`config.mk`:
```
export PLATFORM = sky130hd
export DESIGN_NAME = cluster_weight_normalizer
export DESIGN_NICKNAME = d
export VERILOG_FILES = /design/src/cwn_pkg.sv /design/src/cwn_store.sv /design/src/cwn_div.sv /design/src/cluster_weight_normalizer.sv
export SDC_FILE = /design/constraint.sdc
export NUM_CORES = 2
export LEC_CHECK = 0
export BUFFER_PORTS_ARGS = -buffer_cell sky130_fd_sc_hd__buf_2
export CORE_UTILIZATION = 57
export DETAILED_ROUTE_END_ITERATION = 16
export HOLD_SLACK_MARGIN = 0.08
export PLACE_DENSITY = 0.78
export SLEW_MARGIN = 30
export SYNTH_ARGS = -nofsm -noshare
export SYNTH_HDL_FRONTEND = slang
export SYNTH_SLANG_ARGS = --single-unit
export TNS_END_PERCENT = 30
```
`constraint.sdc`:
```
create_clock -name aclk -period 6.9 [get_ports aclk]
set_input_delay 2.07 -clock aclk [delete_from_list [all_inputs] [get_ports aclk]]
set_output_delay 2.07 -clock aclk [all_outputs]
set_load 0.01 [all_outputs]
```
`src/cwn_pkg.sv`:
```
`default_nettype none

package cwn_pkg;

    localparam int SUM_W = 48;
    localparam int CNT_W = 16;
    localparam int Q_W   = 32;
    localparam int ID_W  = 8;

    localparam logic [1:0] REQ_ACC   = 2'd0;
    localparam logic [1:0] REQ_NORM  = 2'd1;
    localparam logic [1:0] REQ_CLEAR = 2'd2;

    localparam logic [SUM_W-1:0] ONE_Q16   = 48'h0000_0001_0000;
    localparam logic [CNT_W-1:0] CNT_MAX   = 16'hFFFF;
    localparam logic [Q_W-1:0]   SAT_POS   = 32'h7FFF_FFFF;
    localparam logic [Q_W-1:0]   SAT_NEG   = 32'h8000_0000;

    typedef struct packed {
        logic [1:0]             req_type;
        logic signed [Q_W-1:0]  weight;
        logic [ID_W-1:0]        cluster_id;
    } cwn_in_t;

    typedef struct packed {
        logic signed [Q_W-1:0]  factor;
        logic                   label_error;
        logic                   used_count;
    } cwn_out_t;

    typedef struct packed {
        logic [Q_W-1:0] quotient;
        logic           overflow;
    } cwn_div_res_t;

endpackage

`default_nettype wire

```
`src/cwn_store.sv`:
```
`default_nettype none

module cwn_store #(
    parameter int DEPTH = 16,
    parameter int IDX_W = 4
) (
    input  wire logic                        aclk,
    input  wire logic                        aresetn,
    input  wire logic                        clr,
    input  wire logic                        rd_en,
    input  wire logic [IDX_W-1:0]            rd_addr,
    input  wire logic                        wr_en,
    input  wire logic [IDX_W-1:0]            wr_addr,
    input  wire logic [cwn_pkg::SUM_W-1:0]   wr_sum,
    input  wire logic [cwn_pkg::CNT_W-1:0]   wr_cnt,
    output logic      [cwn_pkg::SUM_W-1:0]   rd_sum,
    output logic      [cwn_pkg::CNT_W-1:0]   rd_cnt
);
    import cwn_pkg::*;

    logic [SUM_W-1:0] sum_mem [DEPTH];
    logic [CNT_W-1:0] cnt_mem [DEPTH];
    logic [DEPTH-1:0] valid_reg;
    logic [SUM_W-1:0] rd_sum_reg;
    logic [CNT_W-1:0] rd_cnt_reg;
    logic             rd_valid_reg;

    // An entry whose valid bit is clear reads as zero.
    always_ff @(posedge aclk) begin
        if (!aresetn || clr) begin
            valid_reg <= '0;
        end else if (wr_en) begin
            valid_reg[wr_addr] <= 1'b1;
        end
    end

    always_ff @(posedge aclk) begin
        if (wr_en) begin
            sum_mem[wr_addr] <= wr_sum;
            cnt_mem[wr_addr] <= wr_cnt;
        end
    end

    always_ff @(posedge aclk) begin
        if (rd_en) begin
            rd_sum_reg   <= sum_mem[rd_addr];
            rd_cnt_reg   <= cnt_mem[rd_addr];
            rd_valid_reg <= valid_reg[rd_addr];
        end
    end

    assign rd_sum = rd_valid_reg ? rd_sum_reg : '0;
    assign rd_cnt = rd_valid_reg ? rd_cnt_reg : '0;

endmodule

`default_nettype wire

```
`src/cwn_div.sv`:
```
`default_nettype none

module cwn_div (
    input  wire logic                        aclk,
    input  wire logic                        aresetn,
    input  wire logic                        start,
    input  wire logic [cwn_pkg::SUM_W-1:0]   dividend,
    input  wire logic [cwn_pkg::SUM_W-1:0]   divisor,
    output logic                             done,
    output cwn_pkg::cwn_div_res_t            res
);
    import cwn_pkg::*;

    localparam int STEP_W = $clog2(Q_W);

    logic               busy_reg;
    logic               done_reg;
    logic               ovf_reg;
    logic [STEP_W-1:0]  step_reg;
    logic [SUM_W-1:0]   rem_reg;
    logic [SUM_W-1:0]   dvs_reg;
    logic [Q_W-1:0]     quo_reg;
    logic [SUM_W:0]     trial;
    logic [SUM_W-1:0]   diff;
    logic               ge;

    // One quotient bit per cycle; the low dividend bits shift out as quotient bits shift in.
    assign trial = {rem_reg, quo_reg[Q_W-1]};
    assign diff  = trial[SUM_W-1:0] - dvs_reg;
    assign ge    = trial >= {1'b0, dvs_reg};

    always_ff @(posedge aclk) begin
        if (!aresetn) begin
            busy_reg <= 1'b0;
            done_reg <= 1'b0;
            step_reg <= '0;
        end else begin
            done_reg <= 1'b0;
            if (start) begin
                busy_reg <= 1'b1;
                step_reg <= '0;
            end else if (busy_reg) begin
                step_reg <= step_reg + 1'b1;
                if (step_reg == STEP_W'(Q_W - 1)) begin
                    busy_reg <= 1'b0;
                    done_reg <= 1'b1;
                end
            end
        end
    end

    always_ff @(posedge aclk) begin
        if (start) begin
            rem_reg <= {{Q_W{1'b0}}, dividend[SUM_W-1:Q_W]};
            quo_reg <= dividend[Q_W-1:0];
            dvs_reg <= divisor;
            ovf_reg <= {{Q_W{1'b0}}, dividend[SUM_W-1:Q_W]} >= divisor;
        end else if (busy_reg) begin
            rem_reg <= ge ? diff : trial[SUM_W-1:0];
            quo_reg <= {quo_reg[Q_W-2:0], ge};
        end
    end

    assign done         = done_reg;
    assign res.quotient = quo_reg;
    assign res.overflow = ovf_reg;

endmodule

`default_nettype wire

```
`src/cluster_weight_normalizer.sv`:
```
`default_nettype none

// Channel   Ports                        Beat
// input     s_valid s_ready s_data       req_type, weight, cluster_id
// result    m_valid m_ready m_data       factor, label_error, used_count
//
// Clear and unused requests stay in IDLE; accumulate passes READ, a bad label OUT.
// A normalize passes READ, START, DIV (32 radix-2 divider steps) and OUT.
// Reset (synchronous, active low) empties the output register and all cluster sums.
// A result waits in the output register while the next beat is taken.

module cluster_weight_normalizer #(
    parameter int MAX_CLUSTERS = 16
) (
    input  wire logic              aclk,
    input  wire logic              aresetn,
    input  wire logic              s_valid,
    output logic                   s_ready,
    input  wire cwn_pkg::cwn_in_t  s_data,
    output logic                   m_valid,
    input  wire logic              m_ready,
    output cwn_pkg::cwn_out_t      m_data
);
    import cwn_pkg::*;

    localparam int IDX_W = (MAX_CLUSTERS > 1) ? $clog2(MAX_CLUSTERS) : 1;

    typedef enum logic [4:0] {
        ST_IDLE  = 5'b00001,
        ST_READ  = 5'b00010,
        ST_START = 5'b00100,
        ST_DIV   = 5'b01000,
        ST_OUT   = 5'b10000
    } state_t;

    state_t             state_reg, state_next;
    logic [1:0]         req_reg;
    logic [Q_W-1:0]     w_reg;
    logic [IDX_W-1:0]   idx_reg;
    logic [SUM_W-1:0]   dvd_reg, dvd_next;
    logic [SUM_W-1:0]   dvs_reg, dvs_next;
    logic               neg_reg, neg_next;
    logic               used_reg, used_next;
    cwn_out_t           res_reg, res_next;
    cwn_out_t           m_data_reg;
    logic               m_valid_reg;

    logic               accept;
    logic               bad;
    logic [ID_W-1:0]    id_m1;
    logic               clr;
    logic               rd_en;
    logic               wr_en;
    logic [SUM_W-1:0]   wr_sum;
    logic [CNT_W-1:0]   wr_cnt;
    logic [SUM_W-1:0]   rd_sum;
    logic [CNT_W-1:0]   rd_cnt;
    logic [SUM_W-1:0]   w48;
    logic [Q_W-1:0]     wmag;
    logic [SUM_W-1:0]   smag;
    logic               div_start;
    logic               div_done;
    cwn_div_res_t       div_res;
    logic               big;
    logic [Q_W-1:0]     sat;

    assign accept = s_valid && s_ready;
    assign s_ready = (state_reg == ST_IDLE);
    assign bad = (s_data.cluster_id == '0) ||
                 ({1'b0, s_data.cluster_id} > 9'(MAX_CLUSTERS));
    assign id_m1 = s_data.cluster_id - 1'b1;

    assign w48  = {{(SUM_W - Q_W){w_reg[Q_W-1]}}, w_reg};
    assign wmag = w_reg[Q_W-1] ? (~w_reg + 1'b1) : w_reg;
    assign smag = rd_sum[SUM_W-1] ? (~rd_sum + 1'b1) : rd_sum;

    assign wr_sum = rd_sum + w48;
    assign wr_cnt = (rd_cnt == CNT_MAX) ? rd_cnt : rd_cnt + 1'b1;

    assign big = div_res.overflow || div_res.quotient[Q_W-1];
    always_comb begin
        if (neg_reg && (div_res.overflow || div_res.quotient != '0)) begin
            sat = big ? SAT_NEG : (~div_res.quotient + 1'b1);
        end else begin
            sat = big ? SAT_POS : div_res.quotient;
        end
    end

    always_comb begin
        state_next = state_reg;
        res_next   = res_reg;
        dvd_next   = dvd_reg;
        dvs_next   = dvs_reg;
        neg_next   = neg_reg;
        used_next  = used_reg;
        clr        = 1'b0;
        rd_en      = 1'b0;
        wr_en      = 1'b0;
        div_start  = 1'b0;
        unique case (state_reg)
            ST_IDLE: begin
                if (accept) begin
                    if (s_data.req_type == REQ_CLEAR) begin
                        clr = 1'b1;
                    end else if (s_data.req_type == REQ_ACC ||
                                 s_data.req_type == REQ_NORM) begin
                        if (bad) begin
                            res_next = '{factor: '0, label_error: 1'b1, used_count: 1'b0};
                            state_next = ST_OUT;
                        end else begin
                            rd_en = 1'b1;
                            state_next = ST_READ;
                        end
                    end
                end
            end
            ST_READ: begin
                if (req_reg == REQ_ACC) begin
                    wr_en = 1'b1;
                    state_next = ST_IDLE;
                end else begin
                    if (rd_sum == '0) begin
                        dvd_next  = ONE_Q16;
                        dvs_next  = (rd_cnt == '0) ? SUM_W'(1) : SUM_W'(rd_cnt);
                        neg_next  = 1'b0;
                        used_next = 1'b1;
                    end else begin
                        dvd_next  = {wmag, 16'h0000};
                        dvs_next  = smag;
                        neg_next  = w_reg[Q_W-1] ^ rd_sum[SUM_W-1];
                        used_next = 1'b0;
                    end
                    state_next = ST_START;
                end
            end
            ST_START: begin
                div_start = 1'b1;
                state_next = ST_DIV;
            end
            ST_DIV: begin
                if (div_done) begin
                    res_next = '{factor: sat, label_error: 1'b0, used_count: used_reg};
                    state_next = ST_OUT;
                end
            end
            ST_OUT: begin
                if (!m_valid_reg || m_ready) begin
                    state_next = ST_IDLE;
                end
            end
            default: begin
                state_next = ST_IDLE;
            end
        endcase
    end

    always_ff @(posedge aclk) begin
        if (!aresetn) begin
            state_reg   <= ST_IDLE;
            m_valid_reg <= 1'b0;
        end else begin
            state_reg <= state_next;
            if (state_reg == ST_OUT && (!m_valid_reg || m_ready)) begin
                m_valid_reg <= 1'b1;
            end else if (m_ready) begin
                m_valid_reg <= 1'b0;
            end
        end
    end

    always_ff @(posedge aclk) begin
        if (accept) begin
            req_reg <= s_data.req_type;
            w_reg   <= s_data.weight;
            idx_reg <= id_m1[IDX_W-1:0];
        end
        dvd_reg  <= dvd_next;
        dvs_reg  <= dvs_next;
        neg_reg  <= neg_next;
        used_reg <= used_next;
        res_reg  <= res_next;
        if (state_reg == ST_OUT && (!m_valid_reg || m_ready)) begin
            m_data_reg <= res_reg;
        end
    end

    cwn_store #(
        .DEPTH (MAX_CLUSTERS),
        .IDX_W (IDX_W)
    ) u_store (
        .aclk    (aclk),
        .aresetn (aresetn),
        .clr     (clr),
        .rd_en   (rd_en),
        .rd_addr (id_m1[IDX_W-1:0]),
        .wr_en   (wr_en),
        .wr_addr (idx_reg),
        .wr_sum  (wr_sum),
        .wr_cnt  (wr_cnt),
        .rd_sum  (rd_sum),
        .rd_cnt  (rd_cnt)
    );

    cwn_div u_div (
        .aclk     (aclk),
        .aresetn  (aresetn),
        .start    (div_start),
        .dividend (dvd_reg),
        .divisor  (dvs_reg),
        .done     (div_done),
        .res      (div_res)
    );

    assign m_valid = m_valid_reg;
    assign m_data  = m_data_reg;

endmodule

`default_nettype wire
```
After elaboration in Yosys (flattened, before gate mapping)
Memories as Yosys holds them, arrays and structs flattened. A register that Yosys moved wholly into a read port is not among the register bits.
Cells that the tools add are included.
{"block": "word_totals", "reg_bits": 363, "ramBits": 1024, "input_bits": 46, "out_inout_bits": 36, "n_memories": 2}
{"memory": "u_store.sum_mem", "words": 16, "width": 48, "rd": 1, "rd_clocked_by_memory_dff": 1, "wr": 1, "line": "cwn_store.sv:21", "source": "logic [SUM_W-1:0] sum_mem [DEPTH];"}
{"memory": "u_store.cnt_mem", "words": 16, "width": 16, "rd": 1, "rd_clocked_by_memory_dff": 1, "wr": 1, "line": "cwn_store.sv:22", "source": "logic [CNT_W-1:0] cnt_mem [DEPTH];"}
{"block": "op_classes", "add_sub_neg": 8, "magnitude_cmp": 6, "eq_ne": 15, "muxes": 53, "bitwise": 9, "reduce_logical": 27}
{"op": "$mux W32", "count": 6}
{"op": "$mux W48", "count": 4}
{"op": "$mux W34", "count": 5}
{"op": "$mux W16", "count": 5}
{"op": "$pmux W34 S2", "count": 1}
{"op": "$add A32 B1 Y32 const B", "count": 2}
{"op": "$not A32 Y32", "count": 2}
{"op": "$ge A49 B48 Y1", "count": 1}
{"op": "$add A48 B1 Y48 const B", "count": 1}
{"op": "$add A48 B48 Y48", "count": 1}
{"op": "$ge A16 B48 Y1", "count": 1}
{"op": "$logic_not A48 Y1", "count": 1}
{"op": "$not A48 Y48", "count": 1}
{"op": "$sub A48 B48 Y48", "count": 1}
{"op": "$reduce_bool A32 Y1", "count": 1}
{"op": "$mux W5", "count": 6}
{"op": "$pmux W5 S5", "count": 1}
{"op": "$mux W1", "count": 22}
{"op": "$add A16 B1 Y16 const B", "count": 1}
{"op": "$eq A16 B16 Y1 const B", "count": 1}
{"op": "$logic_not A16 Y1", "count": 1}
{"op": "$or A16 B16 Y16", "count": 1}
{"op": "$eq A5 B5 Y1 const B", "count": 2}
{"op": "$lt A4 B5 Y1 const B", "count": 2}
{"op": "28 further kinds", "count": 48}

Depth between registers and ports, before layout
{"block": "depth", "depth_word": 7, "ltp_mapped": 23}

Cells and area by module
From an unflattened synthesis, not the netlist that was laid out.
{"block": "hier_totals", "cells_unflattened": 3825, "hier_area_um2": 61961.9}
{"module": "cwn_store", "instances": 1, "cells_each": 1763, "area_per_inst_um2": 41290.9, "seq_area_each_um2": 33021.7}
{"module": "cluster_weight_normalizer", "instances": 1, "cells_each": 1160, "area_per_inst_um2": 11881.4, "seq_area_each_um2": 5765.5}
{"module": "cwn_div", "instances": 1, "cells_each": 902, "area_per_inst_um2": 8789.7, "seq_area_each_um2": 3693.5}

Least setup slack after synthesis
No wires, ideal clock.
{"block": "synth_path", "path_type": "input port to flip-flop", "startpoint": "in s_data[0] (netlist name)", "endpoint": "reg res_reg[0] (netlist name), enable pin", "setup_time_ns": 0.468, "t_arrival_ns": 6.193, "t_required_ns": 6.432, "setup_slack_ns": 0.239, "path_stages": 10, "n_path_buf": 3, "path_cell_list": "clkbuf_1 > clkbuf_1 > buf_1 > inv_1 > ha_1 > nand2_1 > xnor2_1 > or4_1 > nor2_1 > nor3_1"}
{"block": "synth_via", "elab_chain_len": 4, "word_cells_on_any_way": 5}
{"element": "start: declaration", "line": "cluster_weight_normalizer.sv:19", "source": "input wire cwn_pkg::cwn_in_t s_data,"}
{"element": "$gt A8 B5 Y1 / $logic_not A8 Y1 (equally long branches)", "line": "cluster_weight_normalizer.sv:70, cluster_weight_normalizer.sv:69"}
{"element": "$logic_or A1 B1 Y1 *", "line": "cluster_weight_normalizer.sv:69", "source": "assign bad = (s_data.cluster_id == '0) ||"}
{"element": "$ne A2 B1 Y1 (no line) *"}
{"element": "$reduce_and A6 Y1 (no line) *"}
{"element": "end signal: assignment", "line": "cluster_weight_normalizer.sv:181", "source": "res_reg <= res_next;"}
{"element": "end: declaration", "line": "cluster_weight_normalizer.sv:44", "source": "cwn_out_t res_reg, res_next;"}
Mark *: on every way between the ends. The rest lies on a longest branch, timed or not.
A chain may end at the register's enable or synchronous reset.

Final worst setup path
{"block": "layout_path", "startpoint": "reg u_store.rd_valid_reg", "endpoint": "mem u_store.sum_mem[3][47], data pin"}
{"block": "layout_via", "elab_chain_len": 2}
{"element": "start: declaration", "line": "cwn_store.sv:26", "source": "logic rd_valid_reg;"}
{"element": "start signal: assignment", "line": "cwn_store.sv:48", "source": "rd_valid_reg <= valid_reg[rd_addr];"}
{"element": "$mux W48", "line": "cwn_store.sv:52", "source": "assign rd_sum = rd_valid_reg ? rd_sum_reg : '0;"}
{"element": "$add A48 B48 Y48", "line": "cluster_weight_normalizer.sv:77", "source": "assign wr_sum = rd_sum + w48;"}
{"element": "named net u_store.wr_sum, one bit", "line": "cwn_store.sv:14", "source": "input wire logic [cwn_pkg::SUM_W-1:0] wr_sum,"}
{"element": "end: declaration", "line": "cwn_store.sv:21"}
The timed path passes the listed nets, and every way through them passes these cells.

==> flow_summary.toml <==
[outcome]
status = "complete, no violations"

[cts]
cts_resized = 0
cts_setup_buffers = 0
later_pin_clock_latency_in_the_skew_report_ns = 0.75
cts.htree.levels = 4
postCtsHoldBufs = 0
clock_sink_count = 1435
clock_tree.root_cell = "sky130_fd_sc_hd__clkbuf_16"
cts-buffers-inserted = 140
cts.clk_slew.worst_paths_ns = 0.06
tritoncts = "done"
ctsLongestPathBuffers = 3

[logic_synthesis]
post_synth_instance_area_um2 = 62500
number_of_enable_flip_flop_cells_after_synthesis = 1374
yosys.area.top_type_share = 0.660
synth.top_cells.by_count = "sky130_fd_sc_hd__edfxtp_1 (1374), sky130_fd_sc_hd__mux4_2 (325), sky130_fd_sc_hd__nand2_1 (242)"
avgSynthCellArea_um2 = 16.1
dominantRegCellSynth = "sky130_fd_sc_hd__edfxtp_1"
synth_seq_area_share = 0.680
syn-num-nets = 4037
yosys_register_bits = 1435
synth.lib_cells_used.distinct = 81
synth_cells = 3884
asyncSetResetFlopFracSynth = 0
synth_warnings = 0
synth_area_leader_cell = "sky130_fd_sc_hd__edfxtp_1"
leading_cell_types_by_total_area_after_synthesis = "sky130_fd_sc_hd__edfxtp_1 (66%), sky130_fd_sc_hd__mux4_2 (12%), sky130_fd_sc_hd__ha_1 (2.1%), sky130_fd_sc_hd__dfxtp_1 (2.0%), sky130_fd_sc_hd__xnor2_1 (1.7%)"
synth.most_common_cell = "sky130_fd_sc_hd__edfxtp_1"

[hold_path]
beginning_of_the_worst_hold_path = "res_reg[20]$_SDFFCE_PN0P_"
hold_path_end = "m_data[20]$_DFFE_PP_"
hold_path.class = "register to register"
min_delay_path_depth = 0

[flow_run]
cap_violations = 0

[die]
die_w_um = 333
chipHeight_um = 333
rows = 121
floorplan.io_pins = 82
design.die.area_um2 = 111000
initial_core_util = 0.574
core_region_area_um2 = 109000

[critical_path]
critical_path_class = "register to register"
reg2reg_from = "u_store.rd_valid_reg$_DFFE_PP_"
startpoint_type = "register"
setup.reg_to_reg.worst_slack_ns = 1.46
crit_required_ns = 7.34
critPathCaptureType = "register"
timing.critical_path.fanout_max = 71
worstRegToRegCells = 14
cp_data_arrival_time_ns = 5.88
r2r-end = "u_store.sum_mem[3][47]$_DFFE_PP_"

[grt]
gr-total-overflow = 0
grt_pass1_wl_mm = 225
first_global_vias = 35349
maximum_number_of_pins_on_one_net_before_global_route_repair = 83
antenna_violations_before_repair = 5
grt_use_total = 0.275

[final_layout]
registers.top_by_ff_count = "u_store.sum_mem"
layout_top_registers = "u_store.sum_mem (768), u_store.cnt_mem (256)"
final_layout_size_suffix_gt1_frac = 0.191
syn_to_final_growth_pct = 11.6
num-fill-cells = 7182
nNetsFinal = 4135
largest_register_ffs = 768

[sta]
worst_pin_slew_ns = 1.00
maximum_clock_skew_at_final_layout_ns = 0.0285
finalMaxSlewViolations = 0
setup-violations-final = 0
grt_setup_unrepaired = "false"
hold_slack_ns = 0.399
hold_viol = 0
fin_setup_tns_ns = 0
period_minus_slack_ns = 5.44
timing.max_slew.rel_slack = 0.329
share_of_the_clock_period_used_by_the_worst_path_after_layout = 0.788
fmaxAchievable_mhz = 184

[detailed_routing]
topRoutingLayerUsed = "met5"
met1_layer_wirelength_in_the_final_routing_mm = 58.7
via_count = 35961
wl_per_cell_um = 27.6
drt_first_pass_iters = 8
detailroute.wirelength.met2_mm = 74.3
routed_wl_mm = 152
via_per_inst = 6.53
drc = 0
detail_route.iter0.violations = 4875
met3_wirelength_mm = 13.9
route.antenna.remaining_nets = 0

[placement]
routabilityCongestion = 0.968
dp_hpwl_mm = 87.1
port_buffers = 81

[power_and_ir_drop]
power_density_nw_per_um2 = 283
power.leakage_uw = 0.0235
vdd.ir_drop.worst_mv = 0.230
==> worst max-delay path: stages (launching register included) <==
cell and delay (ns):
sky130_fd_sc_hd__edfxtp_1 0.35, sky130_fd_sc_hd__buf_4 0.39, sky130_fd_sc_hd__buf_4 0.60, sky130_fd_sc_hd__and2_1 0.27
sky130_fd_sc_hd__ha_1 0.31, sky130_fd_sc_hd__a41o_1 0.26, sky130_fd_sc_hd__a41oi_1 0.22, sky130_fd_sc_hd__nand2_1 0.09
sky130_fd_sc_hd__o22ai_1 0.35, sky130_fd_sc_hd__o31ai_1 0.21, sky130_fd_sc_hd__a31oi_1 0.38, sky130_fd_sc_hd__a21oi_1 0.12
sky130_fd_sc_hd__a211oi_1 0.51, sky130_fd_sc_hd__o21ai_0 0.35, sky130_fd_sc_hd__xnor2_2 0.68
==> how the worst max path moves through the flow <==
| stage | startpoint | slack [ns] | end | depth (start not counted) |
|---|---|---|---|---|
| 2_1_floorplan | s_data[0] | 0.24 | res_reg[0]$_SDFFCE_PN0P_ | 10 |
| 3_3_place_gp | s_data[0] | 1.57 | u_store.rd_sum_reg[45]$_DFFE_PP_ | 9 |
| 3_5_place_dp | u_store.rd_valid_reg$_DFFE_PP_ | 1.42 | u_store.sum_mem[12][47]$_DFFE_PP_ | 14 |
| 4_1_cts | u_store.rd_valid_reg$_DFFE_PP_ | 1.40 | u_store.sum_mem[2][47]$_DFFE_PP_ | 14 |
| 5_1_grt | u_store.rd_valid_reg$_DFFE_PP_ | 1.10 | u_store.sum_mem[2][47]$_DFFE_PP_ | 14 |
| 6_report | u_store.rd_valid_reg$_DFFE_PP_ | 1.46 | u_store.sum_mem[3][47]$_DFFE_PP_ | 14 |
==> cell type report <==
cell class | count | area [µm²] | area share
Antenna cell | 1 | 2.50 | 0.0000359
Multi-Input combinational cell | 2137 | 19300 | 0.277
Clock inverter | 83 | 853 | 0.0122
Timing Repair Buffer | 150 | 1070 | 0.0154
Tap cell | 1414 | 1770 | 0.0254
Sequential cell | 1435 | 42500 | 0.609
Inverter | 118 | 445 | 0.00639
Clock buffer | 173 | 3760 | 0.0540
==> power breakdown <==
group          switching, µW  leakage, µW  internal (µW)
clock                   3280      0.00224           4400
sequential               143       0.0129          10000
combinational           1180      0.00836            711
==> per-stage QoR <==
step	cell area (µm²)	util	setup slack, ns	power, µW	instances
after floorplan	62500	-	0.239	11600	3884
after global placement	64800	0.595	1.57	12100	5254
after detailed placement	65000	0.597	1.42	12200	5254
after CTS	69600	0.639	1.40	19800	5510
after global routing	69700	0.641	1.10	20300	5510
final	69700	0.641	1.46	19700	5511
==> cell usage in the layout (no fill, tap or decap), types with 29 or more instances in the layout <==
cell type	netlist	layout
sky130_fd_sc_hd__edfxtp_1	1374	1374
sky130_fd_sc_hd__mux4_2	325	325
sky130_fd_sc_hd__nand2_1	242	242
sky130_fd_sc_hd__nor2_1	230	214
sky130_fd_sc_hd__a21oi_1	185	184
sky130_fd_sc_hd__o21ai_0	153	152
sky130_fd_sc_hd__clkbuf_16	0	144
sky130_fd_sc_hd__inv_1	116	114
sky130_fd_sc_hd__ha_1	105	104
sky130_fd_sc_hd__xnor2_1	118	89
sky130_fd_sc_hd__xor2_1	99	85
sky130_fd_sc_hd__buf_2	10	80
sky130_fd_sc_hd__a21o_1	65	65
sky130_fd_sc_hd__dfxtp_1	61	61
sky130_fd_sc_hd__buf_4	0	58
sky130_fd_sc_hd__and2_1	57	55
sky130_fd_sc_hd__nand2b_1	48	48
sky130_fd_sc_hd__nand3_1	42	41
sky130_fd_sc_hd__nor3_1	41	36
sky130_fd_sc_hd__nand4_1	32	32
sky130_fd_sc_hd__a31oi_1	32	32
sky130_fd_sc_hd__o31ai_1	33	32
sky130_fd_sc_hd__xnor2_2	0	29
==> metal layers <==
layer  up-vias  GRT usage
li1      15418          -
met1     18089      0.372
met2      2100      0.450
met3       352     0.0480
met4         2      0.105
met5         -          0
==> cell families (layout without fill, tap and decap cells) <==
family / count (synthesis) / after routing / synth area share
xor+xnor: 217 / 217 / 0.0304
mux: 351 / 351 / 0.121
simple gates: 836 / 836 / 0.0649
other cells: 0 / 1 / 0
buf+inv: 312 / 524 / 0.0189
flops: 1435 / 1435 / 0.680
fa+ha+maj: 109 / 109 / 0.0220
compound gates: 624 / 624 / 0.0627
Power figures use the tool's default switching activity.
